**config.mk**
```make
export PLATFORM = sky130hd
export DESIGN_NAME = i2c_eeprom_byte_access_master
export DESIGN_NICKNAME = d
export VERILOG_FILES = /design/src/rtl/ieba_pkg.sv /design/src/rtl/i2c_eeprom_byte_access_master.sv
export SDC_FILE = /design/constraint.sdc
export NUM_CORES = 1
export LEC_CHECK = 0
export ABC_AREA = 1
export BUFFER_PORTS_ARGS = -buffer_cell sky130_fd_sc_hd__buf_4
export CAP_MARGIN = 20
export CORE_ASPECT_RATIO = 0.6
export CORE_MARGIN = 2
export CORE_UTILIZATION = 35
export CTS_CLUSTER_SIZE = 24
export DETAILED_ROUTE_END_ITERATION = 10
export HOLD_SLACK_MARGIN = 0.02
export PLACE_DENSITY = 0.49
export SYNTH_ARGS = -nofsm -noshare
export SYNTH_HDL_FRONTEND = slang
export SYNTH_SLANG_ARGS = --single-unit
```
**constraint.sdc**
```tcl
create_clock -name clk -period 2.6 [get_ports clk]
set_clock_uncertainty 0.15 [all_clocks]
set_input_delay 0.39 -clock clk [delete_from_list [all_inputs] [get_ports clk]]
set_output_delay 0.39 -clock clk [all_outputs]
set_load 0.01 [all_outputs]
```
**src/rtl/ieba_pkg.sv**
```systemverilog
// Shared types and constants for the I2C EEPROM byte access master.
// No dependencies; imported by the top level.
`default_nettype none
package ieba_pkg;

  // Command codes on the input channel
  localparam logic [1:0] CMD_TICK  = 2'd0;
  localparam logic [1:0] CMD_WRITE = 2'd1;
  localparam logic [1:0] CMD_READ  = 2'd2;

  // Configuration register indexes
  localparam logic [1:0] CFG_ACK_WAIT_LIMIT    = 2'd0;
  localparam logic [1:0] CFG_WRITE_CYCLE_TICKS = 2'd1;

  // Register reset values
  localparam logic [7:0]  ACK_WAIT_LIMIT_RST    = 8'd255;
  localparam logic [15:0] WRITE_CYCLE_TICKS_RST = 16'd5000;

  // Device select bytes (block bits are OR'ed in at bits 3..1)
  localparam logic [7:0] DEV_SEL_WRITE = 8'hA0;
  localparam logic [7:0] DEV_SEL_READ  = 8'hA1;

  // Bits per byte on the bus
  localparam logic [3:0] BITS_PER_BYTE = 4'd8;

  // Bus sequencer states
  typedef enum logic [16:0] {
    ST_IDLE      = 17'b00000000000000001,
    ST_START     = 17'b00000000000000010,
    ST_SEND_LOW  = 17'b00000000000000100,
    ST_SEND_HIGH = 17'b00000000000001000,
    ST_ACK_REL   = 17'b00000000000010000,
    ST_ACK       = 17'b00000000000100000,
    ST_RS_A      = 17'b00000000001000000,
    ST_RS_B      = 17'b00000000010000000,
    ST_RS_C      = 17'b00000000100000000,
    ST_RD_LOW    = 17'b00000001000000000,
    ST_RD_HIGH   = 17'b00000010000000000,
    ST_NACK_LOW  = 17'b00000100000000000,
    ST_NACK_HIGH = 17'b00001000000000000,
    ST_STOP_A    = 17'b00010000000000000,
    ST_STOP_B    = 17'b00100000000000000,
    ST_STOP_C    = 17'b01000000000000000,
    ST_WWAIT     = 17'b10000000000000000
  } phase_t;

  // Which byte is being sent
  typedef enum logic [1:0] {
    STG_DEVW = 2'd0,
    STG_ADDR = 2'd1,
    STG_DATA = 2'd2,
    STG_DEVR = 2'd3
  } stage_t;

endpackage
`default_nettype wire

```
**src/rtl/i2c_eeprom_byte_access_master.sv**
```systemverilog
// I2C master for an 11-bit addressed EEPROM: byte write and random read.
// Depends on ieba_pkg for state types, command codes and constants.
//
//   channel  | direction | handshake            | payload
//   ---------+-----------+----------------------+----------------------------------
//   in       | sink      | in_valid / in_stall  | command, mem_addr, write_data, sda_in
//   out      | source    | out_valid / out_stall| scl, sda_release, busy_res,
//            |           |                      | done_res, read_data
//   cfg      | sink      | cfg_valid / cfg_ready| cfg_index, cfg_data
//
// Each tick transfer is taken when in_valid is high and in_stall is low; its result is in the output
// register on the next cycle. One tick per cycle is sustained while out_stall is low, set by the
// single sequencer update between the state registers and the output register.
// Synchronous active-high rst clears the sequencer and counters and loads the config regs with their reset values.
// A new tick is taken while the output holds a result unless out_stall is high.
`default_nettype none
module i2c_eeprom_byte_access_master
  import ieba_pkg::*;
(
  input  wire logic        clk,
  input  wire logic        rst,
  // tick input
  input  wire logic        in_valid,
  output logic             in_stall,
  input  wire logic [1:0]  command,
  input  wire logic [10:0] mem_addr,
  input  wire logic [7:0]  write_data,
  input  wire logic        sda_in,
  // bus result output
  output logic             out_valid,
  input  wire logic        out_stall,
  output logic             scl,
  output logic             sda_release,
  output logic             busy_res,
  output logic             done_res,
  output logic [7:0]       read_data,
  // configuration writes
  input  wire logic        cfg_valid,
  output logic             cfg_ready,
  input  wire logic [1:0]  cfg_index,
  input  wire logic [15:0] cfg_data
);

  // Configuration registers
  logic [7:0]  ack_wait_limit;
  logic [15:0] write_cycle_ticks;

  // Sequencer state
  phase_t      phase, phase_next;
  stage_t      stage, stage_next;
  logic [3:0]  bit_count, bit_count_next;
  logic [7:0]  shift_byte, shift_byte_next;
  logic [10:0] held_address, held_address_next;
  logic [7:0]  held_data, held_data_next;
  logic        is_read, is_read_next;
  logic [15:0] wait_count, wait_count_next;
  logic [7:0]  last_read, last_read_next;

  // Result of this tick
  logic scl_next, sda_next, busy_next, done_next;

  logic   in_accept;
  logic   start_cmd;
  phase_t cur;
  logic   tx_bit;

  assign in_stall  = out_valid & out_stall;
  assign in_accept = in_valid & ~in_stall;
  assign cfg_ready = 1'b1;

  // Hold config registers; write on a config transfer
  always_ff @(posedge clk) begin
    if (rst) begin
      ack_wait_limit    <= ACK_WAIT_LIMIT_RST;
      write_cycle_ticks <= WRITE_CYCLE_TICKS_RST;
    end else if (cfg_valid && cfg_ready) begin
      unique case (cfg_index)
        CFG_ACK_WAIT_LIMIT:    ack_wait_limit    <= cfg_data[7:0];
        CFG_WRITE_CYCLE_TICKS: write_cycle_ticks <= cfg_data;
        default: ;
      endcase
    end
  end

  // Take a command only while idle; its own tick already drives START
  assign start_cmd = (phase == ST_IDLE) && ((command == CMD_WRITE) || (command == CMD_READ));
  assign cur       = start_cmd ? ST_START : phase;
  assign tx_bit    = shift_byte[7];

  // Sequencer: one tick of bus activity
  always_comb begin
    held_address_next = start_cmd ? mem_addr : held_address;
    held_data_next    = start_cmd ? write_data : held_data;
    is_read_next      = start_cmd ? (command == CMD_READ) : is_read;
    phase_next        = cur;
    stage_next        = stage;
    bit_count_next    = bit_count;
    shift_byte_next   = shift_byte;
    wait_count_next   = wait_count;
    last_read_next    = last_read;
    scl_next          = 1'b1;
    sda_next          = 1'b1;
    busy_next         = 1'b1;
    done_next         = 1'b0;

    unique case (cur)
      ST_START: begin
        sda_next        = 1'b0;
        shift_byte_next = DEV_SEL_WRITE | {4'b0, held_address_next[10:8], 1'b0};
        bit_count_next  = 4'd0;
        stage_next      = STG_DEVW;
        phase_next      = ST_SEND_LOW;
      end
      ST_SEND_LOW: begin
        scl_next   = 1'b0;
        sda_next   = tx_bit;
        phase_next = ST_SEND_HIGH;
      end
      ST_SEND_HIGH: begin
        sda_next        = tx_bit;
        shift_byte_next = {shift_byte[6:0], 1'b0};
        bit_count_next  = bit_count + 4'd1;
        phase_next      = (bit_count_next >= BITS_PER_BYTE) ? ST_ACK_REL : ST_SEND_LOW;
      end
      ST_ACK_REL: begin
        scl_next        = 1'b0;
        wait_count_next = '0;
        phase_next      = ST_ACK;
      end
      ST_ACK: begin
        // stretch the ack clock until SDA low or the wait limit runs out
        if (sda_in && (wait_count < {8'b0, ack_wait_limit})) begin
          wait_count_next = wait_count + 16'd1;
        end else begin
          wait_count_next = '0;
          unique case (stage)
            STG_DEVW: begin
              shift_byte_next = held_address[7:0];
              bit_count_next  = 4'd0;
              stage_next      = STG_ADDR;
              phase_next      = ST_SEND_LOW;
            end
            STG_ADDR: begin
              if (is_read) begin
                phase_next = ST_RS_A;
              end else begin
                shift_byte_next = held_data;
                bit_count_next  = 4'd0;
                stage_next      = STG_DATA;
                phase_next      = ST_SEND_LOW;
              end
            end
            STG_DATA: phase_next = ST_STOP_A;
            default: begin
              shift_byte_next = '0;
              bit_count_next  = 4'd0;
              phase_next      = ST_RD_LOW;
            end
          endcase
        end
      end
      ST_RS_A: begin
        scl_next   = 1'b0;
        phase_next = ST_RS_B;
      end
      ST_RS_B: phase_next = ST_RS_C;
      ST_RS_C: begin
        sda_next        = 1'b0;
        shift_byte_next = DEV_SEL_READ | {4'b0, held_address[10:8], 1'b0};
        bit_count_next  = 4'd0;
        stage_next      = STG_DEVR;
        phase_next      = ST_SEND_LOW;
      end
      ST_RD_LOW: begin
        scl_next   = 1'b0;
        phase_next = ST_RD_HIGH;
      end
      ST_RD_HIGH: begin
        shift_byte_next = {shift_byte[6:0], sda_in};
        bit_count_next  = bit_count + 4'd1;
        if (bit_count_next >= BITS_PER_BYTE) begin
          last_read_next = shift_byte_next;
          phase_next     = ST_NACK_LOW;
        end else begin
          phase_next = ST_RD_LOW;
        end
      end
      ST_NACK_LOW: begin
        scl_next   = 1'b0;
        phase_next = ST_NACK_HIGH;
      end
      ST_NACK_HIGH: phase_next = ST_STOP_A;
      ST_STOP_A: begin
        scl_next   = 1'b0;
        sda_next   = 1'b0;
        phase_next = ST_STOP_B;
      end
      ST_STOP_B: begin
        sda_next   = 1'b0;
        phase_next = ST_STOP_C;
      end
      ST_STOP_C: begin
        if (is_read) begin
          busy_next  = 1'b0;
          done_next  = 1'b1;
          phase_next = ST_IDLE;
        end else begin
          wait_count_next = write_cycle_ticks;
          phase_next      = ST_WWAIT;
        end
      end
      ST_WWAIT: begin
        // count down the EEPROM write time
        if (wait_count == '0) begin
          busy_next  = 1'b0;
          done_next  = 1'b1;
          phase_next = ST_IDLE;
        end else begin
          wait_count_next = wait_count - 16'd1;
        end
      end
      default: begin
        busy_next  = 1'b0;
        phase_next = ST_IDLE;
      end
    endcase
  end

  // Advance the sequencer on each accepted tick
  always_ff @(posedge clk) begin
    if (rst) begin
      phase        <= ST_IDLE;
      stage        <= STG_DEVW;
      bit_count    <= '0;
      shift_byte   <= '0;
      held_address <= '0;
      held_data    <= '0;
      is_read      <= 1'b0;
      wait_count   <= '0;
      last_read    <= '0;
    end else if (in_accept) begin
      phase        <= phase_next;
      stage        <= stage_next;
      bit_count    <= bit_count_next;
      shift_byte   <= shift_byte_next;
      held_address <= held_address_next;
      held_data    <= held_data_next;
      is_read      <= is_read_next;
      wait_count   <= wait_count_next;
      last_read    <= last_read_next;
    end
  end

  // Output register: load on accept, drop valid once the transfer is taken
  always_ff @(posedge clk) begin
    if (rst) begin
      out_valid <= 1'b0;
    end else if (in_accept) begin
      out_valid <= 1'b1;
    end else if (!out_stall) begin
      out_valid <= 1'b0;
    end
  end

  always_ff @(posedge clk) begin
    if (in_accept) begin
      scl         <= scl_next;
      sda_release <= sda_next;
      busy_res    <= busy_next;
      done_res    <= done_next;
      read_data   <= last_read_next;
    end
  end

  // Checks on the sequencer and output register
  a_done_not_busy: assert property (@(posedge clk) disable iff (rst)
    out_valid |-> !(done_res && busy_res))
    else $error("done and busy reported on the same tick");

  a_accept_fills_out: assert property (@(posedge clk) disable iff (rst)
    in_accept |=> out_valid)
    else $error("accepted tick produced no result");

  a_start_enters_devw: assert property (@(posedge clk) disable iff (rst)
    (in_accept && start_cmd) |=> (phase == ST_SEND_LOW && stage == STG_DEVW))
    else $error("start command did not begin the device byte");

  a_byte_ends_in_ack: assert property (@(posedge clk) disable iff (rst)
    (in_accept && phase == ST_SEND_HIGH && bit_count == 4'd7) |=> (phase == ST_ACK_REL))
    else $error("eighth bit did not lead to the acknowledge clock");

  a_hold_when_stalled: assert property (@(posedge clk) disable iff (rst)
    !in_accept |=> $stable(phase) && $stable(wait_count))
    else $error("sequencer moved without an accepted tick");

endmodule
`default_nettype wire
```
==> results of run 1 <==
## final timing paths
kind	start	slack [ps]	to
min reg2reg	held_data[4]	300	held_data[4]
min	cfg_data[0]	90	ack_wait_limit[0]
max reg2reg	phase[14]	210	wait_count[3]
max	phase[14]	210	wait_count[3]
## kinds of logic after synthesis
logic type      count (synthesis)  share of synthesized area (%)
xor+xnor                       16                          2.191
compound gates                164                          13.97
buf+inv                       158                          9.959
fa+ha+maj                      11                          2.152
simple gates                  472                          34.73
flops                         112                          36.94
other cells                     1                        0.05864
## Yosys cell counts, types with 3 or more instances
cell / instances
nand2_2: 9
inv_2: 6
nand3_2: 6
a21oi_1: 69
o22ai_1: 6
a21oi_2: 3
o211ai_1: 14
clkbuf_1: 27
dfxtp_1: 100
buf_4: 3
buf_6: 4
nand2_4: 6
nand2_1: 203
inv_1: 113
a211oi_1: 3
nor2_1: 109
xnor2_1: 3
nor2_2: 10
ha_1: 11
nand4_1: 34
nor2_4: 5
xor2_1: 13
nand3_1: 70
o21ai_0: 64
nor3_1: 5
edfxtp_1: 12
nor4_1: 5
## metal layers
| layer | global-route usage (%) | vias to the layer above | routed length [um] | share of wire, % |
|---|---|---|---|---|
| li1 | - | 3243 | - | - |
| met1 | 35.57 | 2842 | 11530 | 59 |
| met2 | 25.59 | 167 | 6613 | 34 |
| met3 | 4.289 | 13 | 1101 | 5.7 |
| met4 | 3.833 | 0 | 166 | 0.86 |
| met5 | 0 | - | 0 | 0 |
## tightest hold or removal path, cell delays in order
cell	delay, ps
buf_4	80
nand2_1	40
nand3_1	50
## per-stage QoR
stage | instances | hold WS [ps] | util, %
finish | 1274 | 86.94 | 43.37
global route | 1274 | 75.08 | 43.37
CTS | 1269 | 77.96 | 43.02
global placement | 1253 | 286.7 | 41.47
detailed placement | 1253 | 291.1 | 41.47
floorplan | 934 | 273.7 | -
## power groups by stage
stage                     sequential (uW)  combinational (uW)  clock [uW]
after floorplan                      1910                 290           0
after CTS                            1870                 504        1410
after global placement               1910                 501           0
after global routing                 1880                 576        1480
final                                1870                 511        1370
after detailed placement             1910                 503           0
## state kept, by name, indices dropped and copies added, names as in the netlist
name,cells
is_read,1
sda_release,1
write_cycle_ticks,16
busy_res,1
scl,1
done_res,1
out_valid,1
last_read,8
read_data,8
phase,17
bit_count,4
held_address,11
ack_wait_limit,8
shift_byte,8
held_data,8
wait_count,16
stage,2
## timing repair
action | in CTS | in global routing
gates resized for setup | 0 | 8
setup buffers | 0 | 4
endpoints found under the setup margin | 0 | 29
## layout make-up
cell class	instances	area, sq um
well taps	240	300.3
clock buffers	10	229.0
fillers	1941	10180
multi-input cells	665	3437
repair buffers	120	963.4
inverters	121	454.2
flip-flops and latches	112	2362
clock inverters	6	48.80
==> reports/metrics.yaml, run 1 <==
via_per_inst: 4.918
finalCritPeriodShare_pct: 91.98
clock_power_share_pct: 36.4
cts_buffers: 9
worstSetupStartpointType: "flop"
critPathCaptureType: "flop"
cts_tree: "done"
max_cap_violations: 0
post-place-ws_ps: -82.47
syn_avg_cell_area_sq_um: 6.847
critPathArrivalTime_ps: 2530
status: "finished clean"
yosysWarnings: 0
grt_max_degree: 33
die_w_um: 178.5
ant_nets: 0
synth_edf_count: 12
worst_path_max_delay_cell: "dfxtp_1"
place.gp.congestion: 0.8858
worstPathCellList: "nor2_4 -> nand2_2 -> nor2_8 -> nand2_4 -> inv_1 -> nand2_2 -> buf_4 -> nor2_2 -> buf_4 -> nand3_1 -> nand3_1 -> nand2_1 -> a21oi_1"
critical-path-max-stage-delay_ps: 360
initial_core_util_pct: 35.58
clkTransAtPathRegs_ps: 80
syn-num-nets: 990
finalInstanceArea_sq_um: 7795
port_buffers: 58
cts-htree-levels: 3
min_period_ps: 2392
hpwlAfterDp_um: 14780
seqPwrFrac_pct: 49.9
synth_flop_cell: "dfxtp_1"
synth_area_leaders: "dfxtp_1 (31%), nand2_1 (12%), inv_1 (6.6%)"
final_cell_mix: "nand2_1 (203), buf_4 (115), inv_1 (113)"
syn-cell-area_sq_um: 6395
required_ps: 2740
p_leak_uw: 0.003607
clock_latency_ps: 350
clock_sinks: 112
cp_top_family: "simple AND/OR/NAND/NOR gates"
final_common_cell: "nand2_1"
synth_top_area_share_pct: 31.31
netSwitchingFraction_pct: 27.71
grt_first_pass_wirelength_um: 31490
netlist_instances: 934
slew_violations: 0
rows: 38
p_sw_uw: 1038
ff2ff_path_depth: 13
cp_max_fo: 10
hold_viol: 0
tightest_slew_ps: 626.2
yosys.area.top_type: "dfxtp_1"
power_frac_comb_pct: 13.6
root_buffer: "clkbuf_16"
cts_hold_buffers: 0
grt_pass1_vias: 5763
p_total_uw: 3747
ios: 60
setup_viol: 0
vias: 6265
fin_setup_tns_ps: 0
avgRoutedWirePerCell_um: 15.24
worst_ir_drop_vdd_mv: 0.3236
fmax_mhz: 418.1
relSlewSlack_pct: 57.87
hold_depth: 3
antenna_found_initial: 0
async_flop_share_pct: 0
ys_ff_latch: 112
path_depth: 13
antenna-diode-count: 0
dieArea_sq_um: 19400
critical_path_buf_inv_count: 3
ys_seq_area_share_pct: 36.94
dpl_cell_area_sq_um: 7453
core_sq_um: 17970
crit_type: "reg -> reg"
worst_slack_ps: 208.4
min_path_type: "in -> reg"
dr.pass1.iters: 5
syn2layout_area_growth_pct: 21.89
drtIter0Drc: 587
grtUsageTotal_pct: 20.94
wirelength_um: 19410
p_int_uw: 2709
synthDistinctLibCells: 43
die_y_um: 108.7
fin_nets: 1085
drcViolationCount: 0
layout-drive-gt1-share_pct: 18.86
clk_path_buf_depth: 2
overflow: 0
power.density_nw_per_um2: 480.7
(Power assumes the default switching activity.)
==> run 2: changes to the inputs <==
- SETUP_SLACK_MARGIN: unset -> 0.4
==> run 2 against run 1 <==
Clock power up 12%. Total power up 7.6%. Sequential share of layout area down 3.0 points. Register-to-register slack better by 160 ps. Sequential power about the same. Largest cell class unchanged.
==> reports/metrics.yaml, run 2 (synthesis gave the netlist of run 1 again) <==
cts_tree: "done"
port_buffers: 58
min_path_type: "in -> reg"
slew_violations: 0
cp_top_family: "simple AND/OR/NAND/NOR gates"
setup_viol: 0
worstSetupStartpointType: "flop"
die_w_um: 178.5
core_sq_um: 17970
clk_path_buf_depth: 2
syn2layout_area_growth_pct: 37.21
status: "finished clean"
antenna-diode-count: 0
clock_sinks: 112
cts_buffers: 9
dr.pass1.iters: 5
finalCritPeriodShare_pct: 85.81
fin_hold_ws_ps: 85.68
wirelength_um: 20670
worst_slack_ps: 368.9
required_ps: 2740
grt_pass1_vias: 5753
vias: 6563
critical-path-max-stage-delay_ps: 360
p_leak_uw: 0.003955
clock_latency_ps: 360
drcViolationCount: 0
clkTransAtPathRegs_ps: 70
cp_max_fo: 11
ios: 60
crit_type: "reg -> reg"
hpwlAfterDp_um: 14930
min_from: "cfg_data[12]"
initial_core_util_pct: 35.58
via_per_inst: 5.010
hold_depth: 3
root_buffer: "clkbuf_16"
post-place-ws_ps: -24.00
largest_reg_flops: 17
layout-drive-gt1-share_pct: 30.65
rsz0062_at_grt: "true"
largestRegisters: "phase: 17 flops, wait_count: 16 flops, write_cycle_ticks: 16 flops"
worstSetupStartpoint: "phase[11]"
avgRoutedWirePerCell_um: 15.78
ant_nets: 0
power.density_nw_per_um2: 459.6
max_cap_violations: 0
worstPathCellList: "buf_4 -> nor2_1 -> nand2_2 -> clkinv_1 -> nand4_2 -> nand3_4 -> buf_6 -> nor2_4 -> nand2_1 -> a21oi_1"
cts-htree-levels: 3
path_depth: 10
finalInstanceArea_sq_um: 8775
grt_first_pass_wirelength_um: 31760
reg2reg_from: "phase[11]"
relSlewSlack_pct: 52.80
final_cell_mix: "nand2_1 (181), buf_4 (130), inv_1 (100)"
worst_path_max_delay_cell: "clkinv_1"
antenna_found_initial: 0
hold_viol: 0
cts_hold_buffers: 0
overflow: 0
max_flop_register: "phase"
tightest_slew_ps: 701.5
final_common_cell: "nand2_1"
drtIter0Drc: 539
grt_max_degree: 33
min_period_ps: 2231
critical_path_buf_inv_count: 3
die_y_um: 108.7
fin_nets: 1121
rows: 38
place.gp.congestion: 0.9369
dieArea_sq_um: 19400
fmax_mhz: 448.2
ff2ff_path_depth: 10
grtUsageTotal_pct: 21.27
worst_ir_drop_vdd_mv: 0.3280
dpl_cell_area_sq_um: 7498
critPathArrivalTime_ps: 2370
critPathCaptureType: "flop"
==> run 2: cell types whose count changed in the layout (fill, tap and decap cells not counted), moves of 10 or more <==
cell and delta:
buf_4 +15, dfxtp_2 +11, buf_6 +15, nand2_1 -22, nor2_1 -16, nand3_1 -15, o21ai_0 -16, nand2_2 +14
nand3_4 +10, dfxtp_1 -16, nor2_4 +13, o21ai_1 +12, inv_1 -13
==> run 2: power by group <==
group	internal (uW)	switching, uW	leakage (uW)
Sequential	1830	37.8	0.000940
Clock	872	668	0.000158
Combinational	275	353	0.00286
Total	2970	1060	0.00395
==> run 2: cell type report <==
class | instances | area, sq um
timing repair buffer | 154 | 1340
clock buffer | 11 | 242.7
tap | 240 | 300.3
fill | 1831 | 9198
inverter | 121 | 478.0
multi-input combinational | 667 | 3940
clock inverter | 5 | 78.83
sequential | 112 | 2395
==> run 2: path summary, 6_finish.rpt <==
kind	slack, ps	to
min reg2reg	300	held_address[4]
min	90	write_cycle_ticks[12]
max reg2reg	370	wait_count[2]
max	370	wait_count[2]
==> run 2: layer usage <==
layer / wire [um] / vias up / track usage (%)
li1: - / 3328 / -
met1: 11360 / 3011 / 35.73
met2: 7521 / 213 / 26.23
met3: 1654 / 11 / 5.056
met4: 140 / 0 / 3.310
met5: 0 / - / 0
==> run 2: tightest hold or removal path, cell delays in order <==
cell	delay, ps
buf_4	80
nand2_1	40
nand3_1	60
==> run 2: timing repair <==
item | 4_1_cts | 5_1_grt
cloned | 0 | 6
setup endpoints to repair | 56 | 61
pin swaps | 17 | 66
gates resized for setup | 45 | 136
buffers inserted | 12 | 19
==> run 2: stage by stage <==
step                      utilization (%)  std cells  total power (uW)  setup TNS [ps]
final                               48.82       1310              4033               0
after global routing                48.82       1310              4208               0
after CTS                           44.94       1285              3989               0
after detailed placement            41.72       1257              2418          -67.98
after global placement              41.72       1257              2420          -61.99
after floorplan                         -        934              2201               0
==> run 3: changes to the inputs <==
- HOLD_SLACK_MARGIN: 0.02 -> 0.15
==> run 3 against run 2 <==
Setup slack improved by 3.3 ps. Combinational power increased by 3%. Design area increased by 1.9%. Sequential cell count unchanged. Critical endpoint unchanged.
==> reports/metrics.yaml, run 3 (synthesis gave the netlist of run 1 again) <==
cts_tree: "done"
fmax_mhz: 448.9
grt_max_degree: 33
critPathCaptureType: "flop"
status: "finished clean"
rows: 38
relSlewSlack_pct: 54.36
final_cells: 1326
wirelength_um: 20890
place.gp.congestion: 0.9369
setup_viol: 0
syn2layout_area_growth_pct: 39.84
cp_max_fo: 11
dieArea_sq_um: 19400
dr.pass1.iters: 5
finalCritPeriodShare_pct: 85.69
layout-drive-gt1-share_pct: 30.39
die_y_um: 108.7
power_frac_comb_pct: 15.9
regArea_sq_um: 2395
p_int_uw: 2989
clkTransAtPathRegs_ps: 70
ios: 60
grt_pass1_vias: 5797
clock_latency_ps: 360
worstSetupStartpointType: "flop"
min_path_type: "in -> reg"
grtUsageTotal_pct: 21.48
n_fill_cell: 1816
crit_type: "reg -> reg"
netSwitchingFraction_pct: 26.27
grt_first_pass_wirelength_um: 32080
p_sw_uw: 1065
antenna-diode-count: 0
port_buffers: 58
fin_setup_tns_ps: 0
dp_cells: 1257
clock_sinks: 112
critPathArrivalTime_ps: 2370
hpwlAfterDp_um: 14930
clock_power_share_pct: 38.1
worst_ir_drop_vdd_mv: 0.3305
slew_violations: 0
rsz0062_at_grt: "true"
ant_nets: 0
final_cell_mix: "nand2_1 (181), buf_4 (130), inv_1 (100)"
initial_core_util_pct: 35.58
cts-htree-levels: 3
hold_viol: 0
required_ps: 2740
multi_input_area_sq_um: 3948
p_leak_uw: 0.004024
power.density_nw_per_um2: 453.4
root_buffer: "clkbuf_16"
die_w_um: 178.5
clk_path_buf_depth: 2
min_period_ps: 2228
avgRoutedWirePerCell_um: 15.75
cts_buffers: 9
via_per_inst: 5.023
largest_reg_flops: 17
max_cap_violations: 0
largestRegisters: "phase: 17 flops, wait_count: 16 flops, write_cycle_ticks: 16 flops"
final_common_cell: "nand2_1"
core_sq_um: 17970
drtIter0Drc: 640
tightest_slew_ps: 678.3
antenna_found_initial: 0
utilization_pct: 49.76
max_flop_register: "phase"
overflow: 0
vias: 6660
seqPwrFrac_pct: 46.0
fin_nets: 1137
drcViolationCount: 0
==> run 3: cell types whose count changed in the layout (fill, tap and decap cells not counted), sizes merged <==
cell / change
dlygate4sd3: +16
==> run 3: path summary, 6_finish.rpt <==
kind / start / end / slack, ps / cells past startpoint
setup / recovery: phase[11] / wait_count[2] / 370 / 10
hold / removal: write_data[3] / held_data[3] / 150 / 3
setup reg to reg: phase[11] / wait_count[2] / 370 / 10
hold reg to reg: held_address[4] / held_address[4] / 300 / 2
==> run 3: worst max-delay path, stage by stage (launching register included) <==
cell,delay (ps)
dfxtp_1,340
buf_4,140
nor2_1,70
nand2_2,150
clkinv_1,360
nand4_2,260
nand3_4,110
buf_6,150
nor2_4,210
nand2_1,80
a21oi_1,130
==> run 3: metal layers <==
| layer | global-route usage [%] | part of all wire, % | vias up |
|---|---|---|---|
| met5 | 0 | 0 | - |
| met4 | 3.310 | 0.78 | 0 |
| met3 | 5.056 | 9.3 | 13 |
| met2 | 26.89 | 37 | 235 |
| met1 | 35.80 | 53 | 3047 |
| li1 | - | - | 3365 |
==> run 3: repair_timing <==
item,4_1_cts,5_1_grt
gates resized for setup,45,138
hold buffers,16,0
cloned,0,6
pin swaps,17,65
buffers inserted,12,19
endpoints found under the setup margin,56,61
endpoints found under the hold margin,23,0
==> run 3: layout make-up <==
cell class,count,area share [%]
Tap cell,240,3.358
Multi-Input combinational cell,667,44.14
Inverter,121,5.345
Sequential cell,112,26.78
Clock inverter,5,0.8815
Timing Repair Buffer,170,16.78
Clock buffer,11,2.714
==> run 3: metrics by stage <==
step | cell area [sq um] | power, uW | hold WS (ps) | setup WS, ps
2_1_floorplan | 6429 | 2201 | 273.7 | 325.4
3_3_place_gp | 7498 | 2420 | 287.7 | -50.83
3_5_place_dp | 7498 | 2418 | 290.5 | -24.00
4_1_cts | 8237 | 4008 | 153.2 | 328.8
5_1_grt | 8942 | 4225 | 160.3 | 264.7
6_report | 8942 | 4054 | 154.3 | 372.2
==> run 3: power by group through the flow <==
stage          Sequential, uW  Clock [uW]  Combinational, uW
3_3_place_gp             1910           0                511
6_report                 1870        1540                646
4_1_cts                  1870        1580                562
2_1_floorplan            1910           0                294
5_1_grt                  1880        1640                714
3_5_place_dp             1910           0                508
